`src/xor_checked_frame_receiver_assert.svh`:
```
// Assertion macros for the frame receiver.
// Each macro checks a property on the rising clock edge and is disabled in reset.
`ifndef XOR_CHECKED_FRAME_RECEIVER_ASSERT_SVH
`define XOR_CHECKED_FRAME_RECEIVER_ASSERT_SVH

// The consequent must hold in the same cycle as the antecedent.
`define XCFR_ASSERT_SAME(label, clk, rstn, ante, cons) \
    label: assert property (@(posedge clk) disable iff (!(rstn)) (ante) |-> (cons)) \
        else $error("%m: same-cycle check failed");

// The consequent must hold in the cycle after the antecedent.
`define XCFR_ASSERT_NEXT(label, clk, rstn, ante, cons) \
    label: assert property (@(posedge clk) disable iff (!(rstn)) (ante) |=> (cons)) \
        else $error("%m: next-cycle check failed");

`endif

```
`src/xcfr_pkg.sv`:
```
`timescale 1ns / 1ps

package xcfr_pkg;

    localparam int unsigned FRAME_LEN  = 6;
    localparam int unsigned STORE_LEN  = FRAME_LEN - 1;
    localparam int unsigned CNT_W      = 3;

    localparam logic [7:0] HEADER_MAX  = 8'd15;

    localparam logic [7:0] HDR_HEARTBEAT = 8'd0;
    localparam logic [7:0] HDR_MOTOR     = 8'd2;
    localparam logic [7:0] HDR_SENSOR    = 8'd4;

    localparam logic [7:0] HB_PAT_1 = 8'h12;
    localparam logic [7:0] HB_PAT_2 = 8'h34;
    localparam logic [7:0] HB_PAT_3 = 8'h56;
    localparam logic [7:0] HB_PAT_4 = 8'h78;

    localparam logic [7:0] SR_PAT_1 = 8'hAA;
    localparam logic [7:0] SR_PAT_2 = 8'hBB;
    localparam logic [7:0] SR_PAT_3 = 8'hCC;
    localparam logic [7:0] SR_PAT_4 = 8'hDD;

    typedef enum logic [2:0] {
        EV_WAIT       = 3'd0,
        EV_BAD_HEADER = 3'd1,
        EV_BAD_SUM    = 3'd2,
        EV_HEARTBEAT  = 3'd3,
        EV_MOTOR      = 3'd4,
        EV_SENSOR     = 3'd5,
        EV_IGNORED    = 3'd6
    } event_t;

    typedef struct packed {
        logic [15:0] right_speed;
        logic [15:0] left_speed;
        event_t      event_res;
    } result_t;

    localparam int unsigned RES_W   = $bits(result_t);
    localparam int unsigned M_TDATA_W = ((RES_W + 7) / 8) * 8;

endpackage

```
`src/xor_checked_frame_receiver.sv`:
```
`timescale 1ns / 1ps

// Channel | Ports                  | tdata, lowest bit first
// --------+------------------------+---------------------------------------------
// s_ in   | s_tvalid s_tready      | rx_byte[7:0]
// m_ out  | m_tvalid m_tready      | event_res[2:0] left_speed[18:3]
//         |                        | right_speed[34:19], zero pad [39:35]
//
// One byte per cycle while m_ is not stalled: the window check and decode sit
// between the byte register window and the result register, so each result
// appears in the cycle after its byte transfer. The single result register
// sets the rate: a new byte is taken whenever that register is empty or being drained.
// aresetn (synchronous, active low) empties the window and zeroes both speeds.
// A stall on m_ holds the result and stalls s_ in the same cycle.

`include "xor_checked_frame_receiver_assert.svh"

module xor_checked_frame_receiver (
    input  logic                              aclk,
    input  logic                              aresetn,
    input  logic                              s_tvalid,
    output logic                              s_tready,
    input  logic [7:0]                        s_tdata,   // rx_byte[7:0]
    output logic                              m_tvalid,
    input  logic                              m_tready,
    // event_res[2:0], left_speed[18:3], right_speed[34:19], zeros above
    output logic [xcfr_pkg::M_TDATA_W-1:0]    m_tdata
);

    localparam int unsigned STORE_LEN = xcfr_pkg::STORE_LEN;
    localparam int unsigned CNT_W     = xcfr_pkg::CNT_W;
    localparam logic [CNT_W-1:0] CNT_FULL = CNT_W'(STORE_LEN);

    logic [7:0]       win_reg [STORE_LEN];
    logic [CNT_W-1:0] held_count_reg, held_count_next;
    logic [15:0]      left_reg, left_next;
    logic [15:0]      right_reg, right_next;
    logic             m_tvalid_reg;
    xcfr_pkg::result_t res_reg, res_next;

    logic             s_xfer;
    logic             full;
    logic             shift;
    logic [7:0]       hdr;
    logic [7:0]       sum;
    logic             hb_match;
    logic             sr_match;
    xcfr_pkg::event_t ev_next;

    assign s_tready = !m_tvalid_reg || m_tready;
    assign s_xfer   = s_tvalid && s_tready;
    assign m_tvalid = m_tvalid_reg;
    assign m_tdata  = {{(xcfr_pkg::M_TDATA_W - xcfr_pkg::RES_W){1'b0}}, res_reg};

    // The incoming byte completes the frame when five are already held.
    assign full = (held_count_reg == CNT_FULL);
    assign hdr  = win_reg[0];
    assign sum  = win_reg[0] ^ win_reg[1] ^ win_reg[2] ^ win_reg[3] ^ win_reg[4];

    assign hb_match = (win_reg[1] == xcfr_pkg::HB_PAT_1) && (win_reg[2] == xcfr_pkg::HB_PAT_2)
                   && (win_reg[3] == xcfr_pkg::HB_PAT_3) && (win_reg[4] == xcfr_pkg::HB_PAT_4);
    assign sr_match = (win_reg[1] == xcfr_pkg::SR_PAT_1) && (win_reg[2] == xcfr_pkg::SR_PAT_2)
                   && (win_reg[3] == xcfr_pkg::SR_PAT_3) && (win_reg[4] == xcfr_pkg::SR_PAT_4);

    always_comb begin
        ev_next         = xcfr_pkg::EV_WAIT;
        held_count_next = CNT_W'(held_count_reg + 1'b1);
        shift           = 1'b0;
        left_next       = left_reg;
        right_next      = right_reg;
        if (full) begin
            held_count_next = CNT_FULL;
            if (hdr > xcfr_pkg::HEADER_MAX) begin
                ev_next = xcfr_pkg::EV_BAD_HEADER;
                shift   = 1'b1;
            end else if (sum != s_tdata) begin
                ev_next = xcfr_pkg::EV_BAD_SUM;
                shift   = 1'b1;
            end else begin
                // Consume the whole frame; stale bytes are overwritten before use.
                held_count_next = '0;
                ev_next         = xcfr_pkg::EV_IGNORED;
                case (hdr)
                    xcfr_pkg::HDR_HEARTBEAT: begin
                        if (hb_match) ev_next = xcfr_pkg::EV_HEARTBEAT;
                    end
                    xcfr_pkg::HDR_MOTOR: begin
                        left_next  = {win_reg[1], win_reg[2]};
                        right_next = {win_reg[3], win_reg[4]};
                        ev_next    = xcfr_pkg::EV_MOTOR;
                    end
                    xcfr_pkg::HDR_SENSOR: begin
                        if (sr_match) ev_next = xcfr_pkg::EV_SENSOR;
                    end
                    default: ev_next = xcfr_pkg::EV_IGNORED;
                endcase
            end
        end
        res_next.event_res   = ev_next;
        res_next.left_speed  = left_next;
        res_next.right_speed = right_next;
    end

    // Window bytes need no reset: the fill count guards every read.
    always_ff @(posedge aclk) begin
        if (s_xfer) begin
            if (shift) begin
                // Drop the oldest byte and append the new one.
                for (int i = 0; i < STORE_LEN - 1; i++) begin
                    win_reg[i] <= win_reg[i+1];
                end
                win_reg[STORE_LEN-1] <= s_tdata;
            end else if (!full) begin
                for (int i = 0; i < STORE_LEN; i++) begin
                    if (held_count_reg == CNT_W'(i)) win_reg[i] <= s_tdata;
                end
            end
        end
    end

    always_ff @(posedge aclk) begin
        if (!aresetn) begin
            held_count_reg <= '0;
            left_reg       <= '0;
            right_reg      <= '0;
            m_tvalid_reg   <= 1'b0;
        end else begin
            if (s_xfer) begin
                held_count_reg <= held_count_next;
                left_reg       <= left_next;
                right_reg      <= right_next;
                m_tvalid_reg   <= 1'b1;
            end else if (m_tready) begin
                m_tvalid_reg   <= 1'b0;
            end
        end
    end

    always_ff @(posedge aclk) begin
        if (s_xfer) res_reg <= res_next;
    end

    `XCFR_ASSERT_SAME(a_count_bound, aclk, aresetn, 1'b1, held_count_reg <= CNT_FULL)
    `XCFR_ASSERT_NEXT(a_partial_waits, aclk, aresetn, s_xfer && !full,
                      res_reg.event_res == xcfr_pkg::EV_WAIT)
    `XCFR_ASSERT_NEXT(a_frame_empties, aclk, aresetn,
                      s_xfer && full && hdr <= xcfr_pkg::HEADER_MAX && sum == s_tdata,
                      held_count_reg == '0)
    `XCFR_ASSERT_SAME(a_ready_when_empty, aclk, aresetn, !m_tvalid_reg, s_tready)

endmodule

```
`config.mk`:
```
export PLATFORM = sky130hd
export DESIGN_NAME = xor_checked_frame_receiver
export DESIGN_NICKNAME = d
export VERILOG_FILES = /design/src/xcfr_pkg.sv /design/src/xor_checked_frame_receiver.sv
export VERILOG_INCLUDE_DIRS = /design/src /design/src/src
export SDC_FILE = /design/constraint.sdc
export NUM_CORES = 1
export LEC_CHECK = 0
export BUFFER_PORTS_ARGS = -buffer_cell sky130_fd_sc_hd__clkbuf_2
export CAP_MARGIN = 20
export CORE_AREA = 2 2 74 129
export DETAILED_ROUTE_END_ITERATION = 10
export DIE_AREA = 0 0 76 131
export PLACE_DENSITY = 0.85
export SYNTH_ARGS = -nofsm -noshare
export SYNTH_HDL_FRONTEND = slang
export SYNTH_SLANG_ARGS = --single-unit
export TNS_END_PERCENT = 20
```
`constraint.sdc`:
```
create_clock -name aclk -period 8.1 [get_ports aclk]
set_clock_uncertainty 0.2 [all_clocks]
set_input_delay 0 -clock aclk [delete_from_list [all_inputs] [get_ports aclk]]
set_output_delay 0 -clock aclk [all_outputs]
set_load 0.02 [all_outputs]
```
After elaboration in Yosys (flattened, before gate mapping)
Memory sizes are Yosys's and may differ from the RTL's.
Index checks and enable logic that the tools add are counted.
- add/subtract/negate cells: 1
- magnitude comparators: 1
- equal/unequal tests: 16
- muxes and demuxes: 54
- bitwise operators: 10
- reductions and logical operators: 14
- operators by type and width (kind ; number):
    2-to-1 mux 16 bit ; 8
    2-to-1 mux 8 bit ; 5
    2-to-1 mux 1 bit ; 34
    == test 8 bit, second input constant ; 4
    bitwise XOR 8 bit ; 4
    == test 8 x 7 -> 1 bit, second input constant ; 2
    2-to-1 mux 3 bit ; 4
    one-hot mux 3 bit (3 select lines) ; 1
    == test 8 x 2 -> 1 bit, second input constant ; 1
    == test 8 x 3 -> 1 bit, second input constant ; 1
    == test 8 x 5 -> 1 bit, second input constant ; 1
    == test 8 x 6 -> 1 bit, second input constant ; 1
    greater-than comparator 8 x 4 -> 1 bit, second input constant ; 1
    logical NOT 8 bit ; 1
    inequality test 8 bit ; 1
    logical AND 1 bit ; 7
    == test 3 x 2 -> 1 bit, second input constant ; 2
    == test 3 bit, second input constant ; 2
    OR 1 bit ; 5
    2-to-1 mux 2 bit ; 2
    adder 3 x 1 -> 3 bit, second input constant ; 1
    == test 3 x 1 -> 1 bit, second input constant ; 1
    logical NOT 3 bit ; 1
    OR reduction 3 bit ; 1
    5 further kinds ; 5
- flip-flop bits (word level): 71
- memory bits (writable): 40
- output and inout bits: 42
- logic and storage cells: 106
- memories: 1
- memories (name ; depth ; width ; read ports ; clocked after memory_dff ; wr ports ; RTL line ; source):
    win_reg ; 5 ; 8 ; 5 ; 0 ; 5 ; xor_checked_frame_receiver.sv:34 ; logic [7:0] win_reg [STORE_LEN];

Longest topological paths before layout
Gate-level depths: netlist (run 1).
An unclocked memory read counts as a cell.
- depth after elaboration: 13
- depth in mapped cells: 8

Worst setup path before layout (run 1)
No wires, ideal clock.
- path type: reg-to-reg
- from: reg m_tvalid_reg (netlist: m_tvalid)
- to: mem win_reg[0][0], enable pin
- library setup time: 0.398 ns
- data arrival time: 2.410 ns
- required time: 7.502 ns
- slack: 5.092 ns
- cell stages (with the launch flop): 6
- path buffers: 0
- clock period less this slack: 3.008 ns
- cell sequence: dfxtp_1 -> nand2b_1 -> nand2_1 -> inv_1 -> o311ai_0 -> o41ai_1
- RTL lines (what ; RTL line ; source):
    from (decl) ; xor_checked_frame_receiver.sv:38 ; logic m_tvalid_reg;
    from (signal assigned) ; xor_checked_frame_receiver.sv:126 ; m_tvalid_reg <= 1'b0;
    from (signal assigned) ; xor_checked_frame_receiver.sv:132 ; m_tvalid_reg <= 1'b1;
    from (signal assigned) ; xor_checked_frame_receiver.sv:134 ; m_tvalid_reg <= 1'b0;
    to (decl) ; xor_checked_frame_receiver.sv:34 ;

==> results of run 1 <==
-- worst register-to-register path: cells and delay by family (launching register included) --
family / cells / cell delay [ps]
DFF: 1 / 500
and+or+nand+nor: 2 / 710
AOI/OAI and AO/OA: 1 / 830
xor gates and xnor gates: 2 / 610
-- timing repair --
item	in CTS	in global routing
endpoints found under the hold margin	41	0
buffers inserted	0	0
hold buffers	10	0
gates resized for setup	0	0
-- cell families after synthesis --
family | count (synthesis) | synth area share (%)
XOR/XNOR | 32 | 7.41
adder cells (fa/ha/maj) | 1 | 0.236
AND/OR/NAND/NOR | 107 | 10.2
AO/OA/AOI/OAI | 18 | 2.48
buffers and inverters | 30 | 3.61
other | 1 | 0.0708
multiplexers | 97 | 19.8
flip-flops | 111 | 56.1
-- cells in the final DEF, fill, tap and decap left out, drive strengths merged, types with 3 or more instances in the layout --
master,synthesis,layout
edfxtp,75,75
nand2,69,69
mux2,64,64
clkbuf,12,57
dfxtp,36,36
mux2i,33,33
xnor2,16,16
dlygate4sd3,0,10
buf,12,9
xor2,8,8
xnor3,8,8
nand4,7,7
inv,6,6
conb,1,5
clkinv,0,5
nor4b,4,4
nor4bb,4,4
nor3,4,4
nand3,3,3
o41ai,3,3
a21oi,3,3
nor4,3,3
nor2,3,3
-- cell usage after synthesis (all sizes together) (6+ instances only) --
cell type	n	share of area [%]
buf	12	2.3
clkbuf	12	0.85
dfxtp	36	14
edfxtp	75	43
inv	6	0.42
mux2	64	14
mux2i	33	6.2
nand2	69	4.9
nand4	7	1.1
xnor2	16	2.6
xnor3	8	3.4
xor2	8	1.3
-- worst min path at each step --
stage | end | cells past startpoint | slack, ps | startpoint
2_1_floorplan | win_reg[0][32]$_DFFE_PP_ | 0 | -100 | s_tdata[0]
3_3_place_gp | m_tvalid$_SDFFE_PN0P_ | 3 | 50 | s_tvalid
3_5_place_dp | m_tvalid$_SDFFE_PN0P_ | 3 | 60 | s_tvalid
4_1_cts | left_reg[14]$_SDFFE_PN0P_ | 4 | 100 | aresetn
5_1_grt | right_reg[12]$_SDFFE_PN0P_ | 4 | 150 | aresetn
6_report | left_reg[8]$_SDFFE_PN0P_ | 4 | 110 | aresetn
-- routing by layer --
| layer | vias to the layer above | wire length (microns) |
|---|---|---|
| met5 | - | 0 |
| met4 | 0 | 436 |
| met3 | 29 | 489 |
| met2 | 109 | 5950 |
| met1 | 1617 | 4230 |
| li1 | 1561 | - |
-- stage by stage --
stage | power [mW] | util [%] | cell area [sq um]
CTS | 1.20 | 67.7 | 6040
finish | 1.19 | 67.7 | 6040
floorplan | 0.721 | - | 5310
global placement | 0.749 | 63.1 | 5630
global route | 1.22 | 67.7 | 6040
detailed placement | 0.752 | 63.1 | 5630
-- area by class of cell --
type	count	area (sq um)
Clock buffer	9	225
Clock inverter	7	85.1
Fill cell	645	2880
Inverter	6	22.5
Multi-Input combinational cell	260	2170
Sequential cell	111	2970
Tap cell	120	150
Timing Repair Buffer	67	408
-- power groups by stage --
stage	clock, mW	sequential [mW]	combinational, mW
after global routing	0.472	0.636	0.116
after floorplan	0	0.654	0.0670
after global placement	0	0.647	0.102
after detailed placement	0	0.647	0.104
final	0.445	0.635	0.109
after CTS	0.454	0.635	0.109
==> report_table.html, run 1 <==
<table>
<tr><th>Metric</th><th>Value</th></tr>
<tr><th colspan="2">Critical path</th></tr>
<tr><td>R2R setup slack</td><td>between 4000 and 5000 ps</td></tr>
<tr><td>Critical R2R Capture</td><td>win_reg[0][10]$_DFFE_PP_</td></tr>
<tr><td>Kind of end point of the critical path</td><td>register</td></tr>
<tr><td>Cell with the largest stage delay on the worst path</td><td>o311ai_0</td></tr>
<tr><td>Number of cells on the worst reg-to-reg path</td><td>5</td></tr>
<tr><td>Worst path depth</td><td>5</td></tr>
<tr><td>Crit path max-delay family</td><td>compound AO/OA/AOI/OAI gates</td></tr>
<tr><td>Worst path buffer plus inverter count</td><td>0</td></tr>
<tr><td>Highest cell delay on the worst timing path</td><td>830 ps</td></tr>
<tr><td>Critical path start-end classification</td><td>register to register</td></tr>
<tr><td>Critical Path Source</td><td>win_reg[0][8]$_DFFE_PP_</td></tr>
<tr><td>End of the critical path</td><td>win_reg[0][10]$_DFFE_PP_</td></tr>
<tr><td>Crit start category</td><td>register</td></tr>
<tr><td>Worst Path Required</td><td>7870 ps</td></tr>
<tr><td>CP Cell Sequence</td><td>xor2_1, xnor3_2, nand4_2, o311ai_0, nand2_1</td></tr>
<tr><td>Endpoint arrival time on the critical path</td><td>3010 ps</td></tr>
<tr><td>Startpoint of the worst register-to-register path</td><td>win_reg[0][8]$_DFFE_PP_</td></tr>
<tr><td>CP max FO</td><td>8</td></tr>
<tr><th colspan="2">Floorplan</th></tr>
<tr><td>Die X</td><td>76 microns</td></tr>
<tr><td>Area of the core</td><td>8920 sq um</td></tr>
<tr><td>Chip Height</td><td>131 microns</td></tr>
<tr><td>Initial cell density of the core</td><td>59.4%</td></tr>
<tr><td>Standard-cell row count</td><td>46</td></tr>
<tr><td>Die outline area</td><td>about 10000 sq um</td></tr>
<tr><td>Ports</td><td>54</td></tr>
<tr><th colspan="2">STA</th></tr>
<tr><td>Final hold slack</td><td>between 100 and 150 ps</td></tr>
<tr><td>Top achievable clock speed</td><td>309 MHz</td></tr>
<tr><td>Crit path setup slack, layout</td><td>4860 ps</td></tr>
<tr><td>Slew Viols, Final</td><td>0</td></tr>
<tr><td>Total negative slack for setup checks</td><td>0 ps</td></tr>
<tr><td>Normalized max-slew margin</td><td>40.7%</td></tr>
<tr><td>Final cycle utilization of the critical path</td><td>40.0%</td></tr>
<tr><td>RSZ-0062 raised after global routing</td><td>false</td></tr>
<tr><td>Hold Fails Final Rpt</td><td>0</td></tr>
<tr><td>Total setup violations reported at the end of the flow</td><td>0</td></tr>
<tr><td>Transition time at the pin with the least slew margin</td><td>879 ps</td></tr>
<tr><td>Period minus WS final</td><td>3240 ps</td></tr>
<tr><th colspan="2">CTS</th></tr>
<tr><td>Reg clk slew, reported paths</td><td>~70 ps</td></tr>
<tr><td>Clock Path Buffers</td><td>2</td></tr>
<tr><td>Latest clock arrival within the worst-skew pair</td><td>350 ps</td></tr>
<tr><td>Root buffer cell</td><td>clkbuf_16</td></tr>
<tr><td>CTS buffer count</td><td>9</td></tr>
<tr><td>CTS tree</td><td>built</td></tr>
<tr><td>CTS HTree Levels</td><td>3</td></tr>
<tr><td>Total number of clock tree sinks</td><td>around 110</td></tr>
<tr><th colspan="2">Cells and area</th></tr>
<tr><td>Layout overhead on the synthesized area</td><td>13.9%</td></tr>
<tr><td>Total inserted antenna cells</td><td>0</td></tr>
<tr><td>Flip-flop count of the largest register, all copies and words added</td><td>40</td></tr>
<tr><td>Post-layout net count</td><td>468</td></tr>
<tr><td>Share of final-layout standard cells stronger than drive strength 1</td><td>roughly 31%</td></tr>
<tr><td>Number of non-filler instances in the completed layout</td><td>580</td></tr>
<tr><th colspan="2">Global route</th></tr>
<tr><td>Met3 Resource Use GR</td><td>4.26%</td></tr>
<tr><td>Initial antenna violation count</td><td>0</td></tr>
<tr><td>Met2 usage in global routing</td><td>43.2%</td></tr>
<tr><td>GR Util All Layers</td><td>23.4%</td></tr>
<tr><td>Vias in the first global route</td><td>3,393</td></tr>
<tr><td>Global routing usage on met1</td><td>25.6%</td></tr>
<tr><td>Global-route layer with the greatest usage</td><td>met2</td></tr>
<tr><td>Total grt overflow</td><td>0</td></tr>
<tr><td>Wire length of the first global-routing pass</td><td>17,600 microns</td></tr>
<tr><td>Pin count of the biggest net entering global routing</td><td>70</td></tr>
<tr><th colspan="2">Logic synthesis</th></tr>
<tr><td>Average footprint of a synthesized cell</td><td>13.3 sq um</td></tr>
<tr><td>Share of flip-flops with an asynchronous set or reset after synthesis</td><td>0%</td></tr>
<tr><td>Register bit count reported by yosys</td><td>111</td></tr>
<tr><td>Synthesized area</td><td>between 5000 and 6000 sq um</td></tr>
<tr><td>Number of warning messages in the yosys log</td><td>0</td></tr>
<tr><td>Dominant synthesized flop cell</td><td>edfxtp_1</td></tr>
<tr><td>Sequential-to-total area share from yosys stat</td><td>approximately 56%</td></tr>
<tr><td>Post-synth EDFFs</td><td>between 70 and 80</td></tr>
<tr><td>Synth Instances</td><td>397</td></tr>
<tr><td>Post-synthesis cell type count</td><td>47</td></tr>
<tr><th colspan="2">Power and ir drop</th></tr>
<tr><td>Clock network fraction of design power</td><td>between 30% and 40%</td></tr>
<tr><td>Power per Cell Area</td><td>197 nW/um^2</td></tr>
<tr><td>Cell internal pwr</td><td>0.913 mW</td></tr>
<tr><td>Comb pwr share</td><td>9.1%</td></tr>
<tr><td>Net Sw Frac</td><td>23.2%</td></tr>
<tr><td>Worst vdd rail ir drop</td><td>approximately 0.13 mV</td></tr>
<tr><td>Static leakage</td><td>2.51 nW</td></tr>
<tr><td>Switching power of the nets</td><td>0.275 mW</td></tr>
<tr><td>Part of the power in registers</td><td>53.4%</td></tr>
<tr><th colspan="2">Detailed routing</th></tr>
<tr><td>Mean number of vias per cell</td><td>5.72</td></tr>
<tr><td>Number of nets with antenna violations after routing</td><td>0</td></tr>
<tr><td>Count of unresolved DRC violations after routing</td><td>0</td></tr>
<tr><td>DRT Wirelength</td><td>between 10,000 and 15,000 microns</td></tr>
<tr><td>Final routed wire length divided by cell count</td><td>approximately 19 microns</td></tr>
<tr><td>Vias after detailed routing</td><td>3,316</td></tr>
<tr><td>Starting DRC count in detailed routing</td><td>213</td></tr>
<tr><td>Number of iterations in the first detailed-routing pass</td><td>4</td></tr>
<tr><th colspan="2">Place</th></tr>
<tr><td>Placer's final routability congestion estimate</td><td>0.937</td></tr>
<tr><td>Estimated wirelength of the detail-placed design</td><td>7690 microns</td></tr>
<tr><td>Pre-CTS worst setup slack</td><td>4920 ps</td></tr>
<tr><td>Instance count after placement with tap cells included</td><td>554</td></tr>
<tr><td>Count of input and output buffers</td><td>48</td></tr>
<tr><th colspan="2">Run</th></tr>
<tr><td>Max cap viols</td><td>0</td></tr>
<tr><th colspan="2">Outcome</th></tr>
<tr><td>Run status</td><td>finished clean</td></tr>
<tr><th colspan="2">Min path</th></tr>
<tr><td>Type of the most critical hold path</td><td>input pin to register</td></tr>
</table>
No activity file was read; power rests on OpenSTA's default activity.
==> run 2: changes to the inputs <==
--- a/config.mk
+++ b/config.mk
@@ -8,10 +8,10 @@
 export LEC_CHECK = 0
 export BUFFER_PORTS_ARGS = -buffer_cell sky130_fd_sc_hd__clkbuf_2
 export CAP_MARGIN = 20
-export CORE_AREA = 2 2 74 129
+export CORE_AREA = 2 2 79 138
 export DETAILED_ROUTE_END_ITERATION = 10
-export DIE_AREA = 0 0 76 131
-export PLACE_DENSITY = 0.85
+export DIE_AREA = 0 0 81 140
+export PLACE_DENSITY = 0.79
 export SYNTH_ARGS = -nofsm -noshare
 export SYNTH_HDL_FRONTEND = slang
 export SYNTH_SLANG_ARGS = --single-unit
==> constraint.sdc (replaced) <==
create_clock -name aclk -period 2.6 [get_ports aclk]
set_clock_uncertainty 0.2 [all_clocks]
set_input_delay 0 -clock aclk [delete_from_list [all_inputs] [get_ports aclk]]
set_output_delay 0 -clock aclk [all_outputs]
set_load 0.02 [all_outputs]
==> run 2 against run 1 <==
  * The flow now finishes with violations (setup timing)
  * Hold slack worse by 31 ps
  * Sequential power grew to 3.1 times the previous value
  * Clock-buffer cell count is 2 higher
  * Clock power grew to 3.1 times the previous value
  * Routed wire length is 15% higher
  * Setup slack worse by 4900 ps
  * Register-to-register slack worse by 4900 ps
  * Combinational power grew to 3.8 times the previous value
  * Core utilization is 1.6 points lower
  * Final cell count is 11% higher
  * Largest cell class unchanged
==> report_table.html, run 2 (synthesis gave the netlist of run 1 again) <==
<table>
<tr><th>Metric</th><th>Value</th></tr>
<tr><th colspan="2">STA</th></tr>
<tr><td>Period minus WS final</td><td>2670 ps (-572 ps)</td></tr>
<tr><td>Top achievable clock speed</td><td>375 MHz (+21%)</td></tr>
<tr><td>RSZ-0062 raised after global routing</td><td>true</td></tr>
<tr><td>Slew Viols, Final</td><td>0 (unchanged)</td></tr>
<tr><td>Total setup violations reported at the end of the flow</td><td>30 (+30)</td></tr>
<tr><td>Total negative slack for setup checks</td><td>-1140 ps (-1140 ps)</td></tr>
<tr><td>Transition time at the pin with the least slew margin</td><td>571 ps (-308 ps)</td></tr>
<tr><td>Normalized max-slew margin</td><td>61.9% (+21 points)</td></tr>
<tr><td>Hold Fails Final Rpt</td><td>0 (unchanged)</td></tr>
<tr><td>Crit path setup slack, layout</td><td>-69.2 ps (-4930 ps)</td></tr>
<tr><td>Final cycle utilization of the critical path</td><td>103% (+63 points)</td></tr>
<tr><th colspan="2">Cells and area</th></tr>
<tr><td>Area of all sequential standard cells</td><td>2970 sq um (unchanged)</td></tr>
<tr><td>Flip-flop count of the largest register, all copies and words added</td><td>40 (unchanged)</td></tr>
<tr><td>Total inserted antenna cells</td><td>0 (unchanged)</td></tr>
<tr><td>Multi-input gate area</td><td>2290 sq um (+5.4%)</td></tr>
<tr><td>Post-layout net count</td><td>527 (+13%)</td></tr>
<tr><td>Layout overhead on the synthesized area</td><td>26.9%</td></tr>
<tr><td>Final standard cell area without fillers</td><td>6730 sq um (+11%)</td></tr>
<tr><td>Number of fillers in the final layout</td><td>762 (+18%)</td></tr>
<tr><td>Most frequent standard cell in the layout excluding fill and tap cells</td><td>edfxtp_1</td></tr>
<tr><td>Share of final-layout standard cells stronger than drive strength 1</td><td>39.7% (+9.0 points)</td></tr>
<tr><td>Most frequent cells in the layout</td><td>edfxtp_1 (75), nand2_1 (69), buf_4 (56)</td></tr>
<tr><th colspan="2">Outcome</th></tr>
<tr><td>Run status</td><td>complete, but fails checks</td></tr>
<tr><td>Violated checks</td><td>setup timing</td></tr>
<tr><th colspan="2">CTS</th></tr>
<tr><td>Total number of clock tree sinks</td><td>111 (unchanged)</td></tr>
<tr><td>Root buffer cell</td><td>clkbuf_16</td></tr>
<tr><td>CTS buffer count</td><td>9 (unchanged)</td></tr>
<tr><td>Reg clk slew, reported paths</td><td>70 ps (about the same)</td></tr>
<tr><td>CTS HTree Levels</td><td>3 (unchanged)</td></tr>
<tr><td>CTS tree</td><td>built</td></tr>
<tr><td>Latest clock arrival within the worst-skew pair</td><td>340 ps (about the same)</td></tr>
<tr><td>Clock Path Buffers</td><td>2 (unchanged)</td></tr>
<tr><th colspan="2">Detailed routing</th></tr>
<tr><td>Mean number of vias per cell</td><td>5.68 (-0.60%)</td></tr>
<tr><td>Number of nets with antenna violations after routing</td><td>0 (unchanged)</td></tr>
<tr><td>Count of unresolved DRC violations after routing</td><td>0 (unchanged)</td></tr>
<tr><td>Starting DRC count in detailed routing</td><td>282 (+32%)</td></tr>
<tr><td>Vias after detailed routing</td><td>3,671 (+11%)</td></tr>
<tr><td>DRT Wirelength</td><td>12,700 microns (+15%)</td></tr>
<tr><td>Final routed wire length divided by cell count</td><td>19.7 microns (+3.0%)</td></tr>
<tr><td>Number of iterations in the first detailed-routing pass</td><td>4 (unchanged)</td></tr>
<tr><th colspan="2">Global route</th></tr>
<tr><td>Pin count of the biggest net entering global routing</td><td>43 (-39%)</td></tr>
<tr><td>Total grt overflow</td><td>0 (unchanged)</td></tr>
<tr><td>Wire length of the first global-routing pass</td><td>19,100 microns (+8.2%)</td></tr>
<tr><td>Vias in the first global route</td><td>3,682 (+8.5%)</td></tr>
<tr><td>GR Util All Layers</td><td>22.7% (-0.78 points)</td></tr>
<tr><td>Initial antenna violation count</td><td>0 (unchanged)</td></tr>
<tr><th colspan="2">Power and ir drop</th></tr>
<tr><td>Clock network fraction of design power</td><td>36.7% (-0.8 points)</td></tr>
<tr><td>Worst vdd rail ir drop</td><td>0.390 mV (+190%)</td></tr>
<tr><td>Switching power of the nets</td><td>0.850 mW (+210%)</td></tr>
<tr><td>Cell internal pwr</td><td>2.90 mW (+220%)</td></tr>
<tr><td>Part of the power in registers</td><td>52.3% (-1.1 points)</td></tr>
<tr><td>Static leakage</td><td>2.86 nW (+14%)</td></tr>
<tr><td>Power per Cell Area</td><td>557 nW/um^2 (+180%)</td></tr>
<tr><td>Comb pwr share</td><td>11.0% (+1.9 points)</td></tr>
<tr><td>Net Sw Frac</td><td>22.7% (-0.48 points)</td></tr>
<tr><th colspan="2">Critical path</th></tr>
<tr><td>Highest cell delay on the worst timing path</td><td>420 ps (-410 ps)</td></tr>
<tr><td>CP max FO</td><td>7 (-1)</td></tr>
<tr><td>Kind of end point of the critical path</td><td>register</td></tr>
<tr><td>Worst Path Required</td><td>2490 ps (-5380 ps)</td></tr>
<tr><td>Worst path buffer plus inverter count</td><td>4 (+4)</td></tr>
<tr><td>CP Cell Sequence</td><td>buf_6, xnor2_1, xnor3_1, nand4_2, buf_6, nor3_4, buf_6, buf_6, mux2_2</td></tr>
<tr><td>Crit path max-delay family</td><td>buffers and inverters</td></tr>
<tr><td>Cell with the largest stage delay on the worst path</td><td>xnor3_1</td></tr>
<tr><td>Crit start category</td><td>register</td></tr>
<tr><td>Most frequent CP cell</td><td>buf_6</td></tr>
<tr><td>Endpoint arrival time on the critical path</td><td>2560 ps (-450 ps)</td></tr>
<tr><td>Critical path start-end classification</td><td>register to register</td></tr>
<tr><th colspan="2">Floorplan</th></tr>
<tr><td>Standard-cell row count</td><td>49 (+6.5%)</td></tr>
<tr><td>Area of the core</td><td>10,200 sq um (+14%)</td></tr>
<tr><td>Chip Height</td><td>140 microns (+6.9%)</td></tr>
<tr><td>Die X</td><td>81 microns (+6.6%)</td></tr>
<tr><td>Initial cell density of the core</td><td>52.1% (-7.3 points)</td></tr>
<tr><td>Die outline area</td><td>11,300 sq um (+14%)</td></tr>
<tr><td>Ports</td><td>54 (unchanged)</td></tr>
<tr><th colspan="2">Place</th></tr>
<tr><td>Estimated wirelength of the detail-placed design</td><td>8620 microns (+12%)</td></tr>
<tr><td>Count of input and output buffers</td><td>48 (unchanged)</td></tr>
<tr><td>Placer's final routability congestion estimate</td><td>0.922 (-1.6%)</td></tr>
<tr><td>Pre-CTS worst setup slack</td><td>-31.7 ps (-4950 ps)</td></tr>
<tr><td>Post-detailed-placement cell area</td><td>6080 sq um (+8.0%)</td></tr>
<tr><th colspan="2">Run</th></tr>
<tr><td>Max cap viols</td><td>0 (unchanged)</td></tr>
<tr><th colspan="2">Min path</th></tr>
<tr><td>Type of the most critical hold path</td><td>input pin to register</td></tr>
</table>
## run 2: what timing repair did
item,CTS,global route
buffers inserted,1,3
endpoints found under the hold margin,41,0
setup endpoints to repair,43,136
hold buffers,10,0
gates resized for setup,1,28
pin swaps,2,6
cloned,0,5
## run 2: cell type report
class	instances	area share, %
repair buffers	126	14.5
well taps	127	2.36
clock buffers	11	3.61
flip-flops and latches	111	44.2
clock inverters	5	0.837
multi-input cells	260	34.1
inverters	6	0.391
## run 2: worst min-delay path, cell delays in order
cell and delay (ps):
clkbuf_2 340, nand2_1 170, mux2i_1 50
## run 2: per-layer routing
layer | GRT usage (%) | wire [microns] | vias to the layer above
met1 | 24.0 | 4470 | 1823
met4 | 13.3 | 713 | 0
met3 | 4.32 | 519 | 41
met5 | 0 | 0 | -
met2 | 40.3 | 7030 | 124
li1 | - | - | 1683
## run 2: through the flow
stage                     power [mW]  std cells  hold slack [ps]  utilization (%)
after floorplan                 2.25        401             -101                -
after global placement          2.38        611             48.5             59.7
after global routing            3.87        646              113             66.1
final                           3.75        646             83.0             66.1
after detailed placement        2.39        611             69.6             59.7
after CTS                       3.76        638             75.5             63.8
## run 2: power by group through the flow
stage / clock network, mW / registers (mW) / logic [mW]
after CTS: 1.40 / 1.96 / 0.406
after global routing: 1.46 / 1.97 / 0.438
final: 1.37 / 1.96 / 0.412
after detailed placement: 0 / 2.00 / 0.387
after global placement: 0 / 2.00 / 0.378
after floorplan: 0 / 2.04 / 0.213
## run 2: final timing paths
check | startpoint | endpoint | slack (ps) | cells after the start
setup / recovery | win_reg[0][4]$_DFFE_PP_ | m_tdata[28]$_DFFE_PP_ | -70 | 9
hold / removal | aresetn | right_reg[4]$_SDFFE_PN0P_ | 80 | 3
setup reg to reg | win_reg[0][4]$_DFFE_PP_ | m_tdata[28]$_DFFE_PP_ | -70 | 9
hold reg to reg | left_reg[12]$_SDFFE_PN0P_ | left_reg[12]$_SDFFE_PN0P_ | 260 | 2
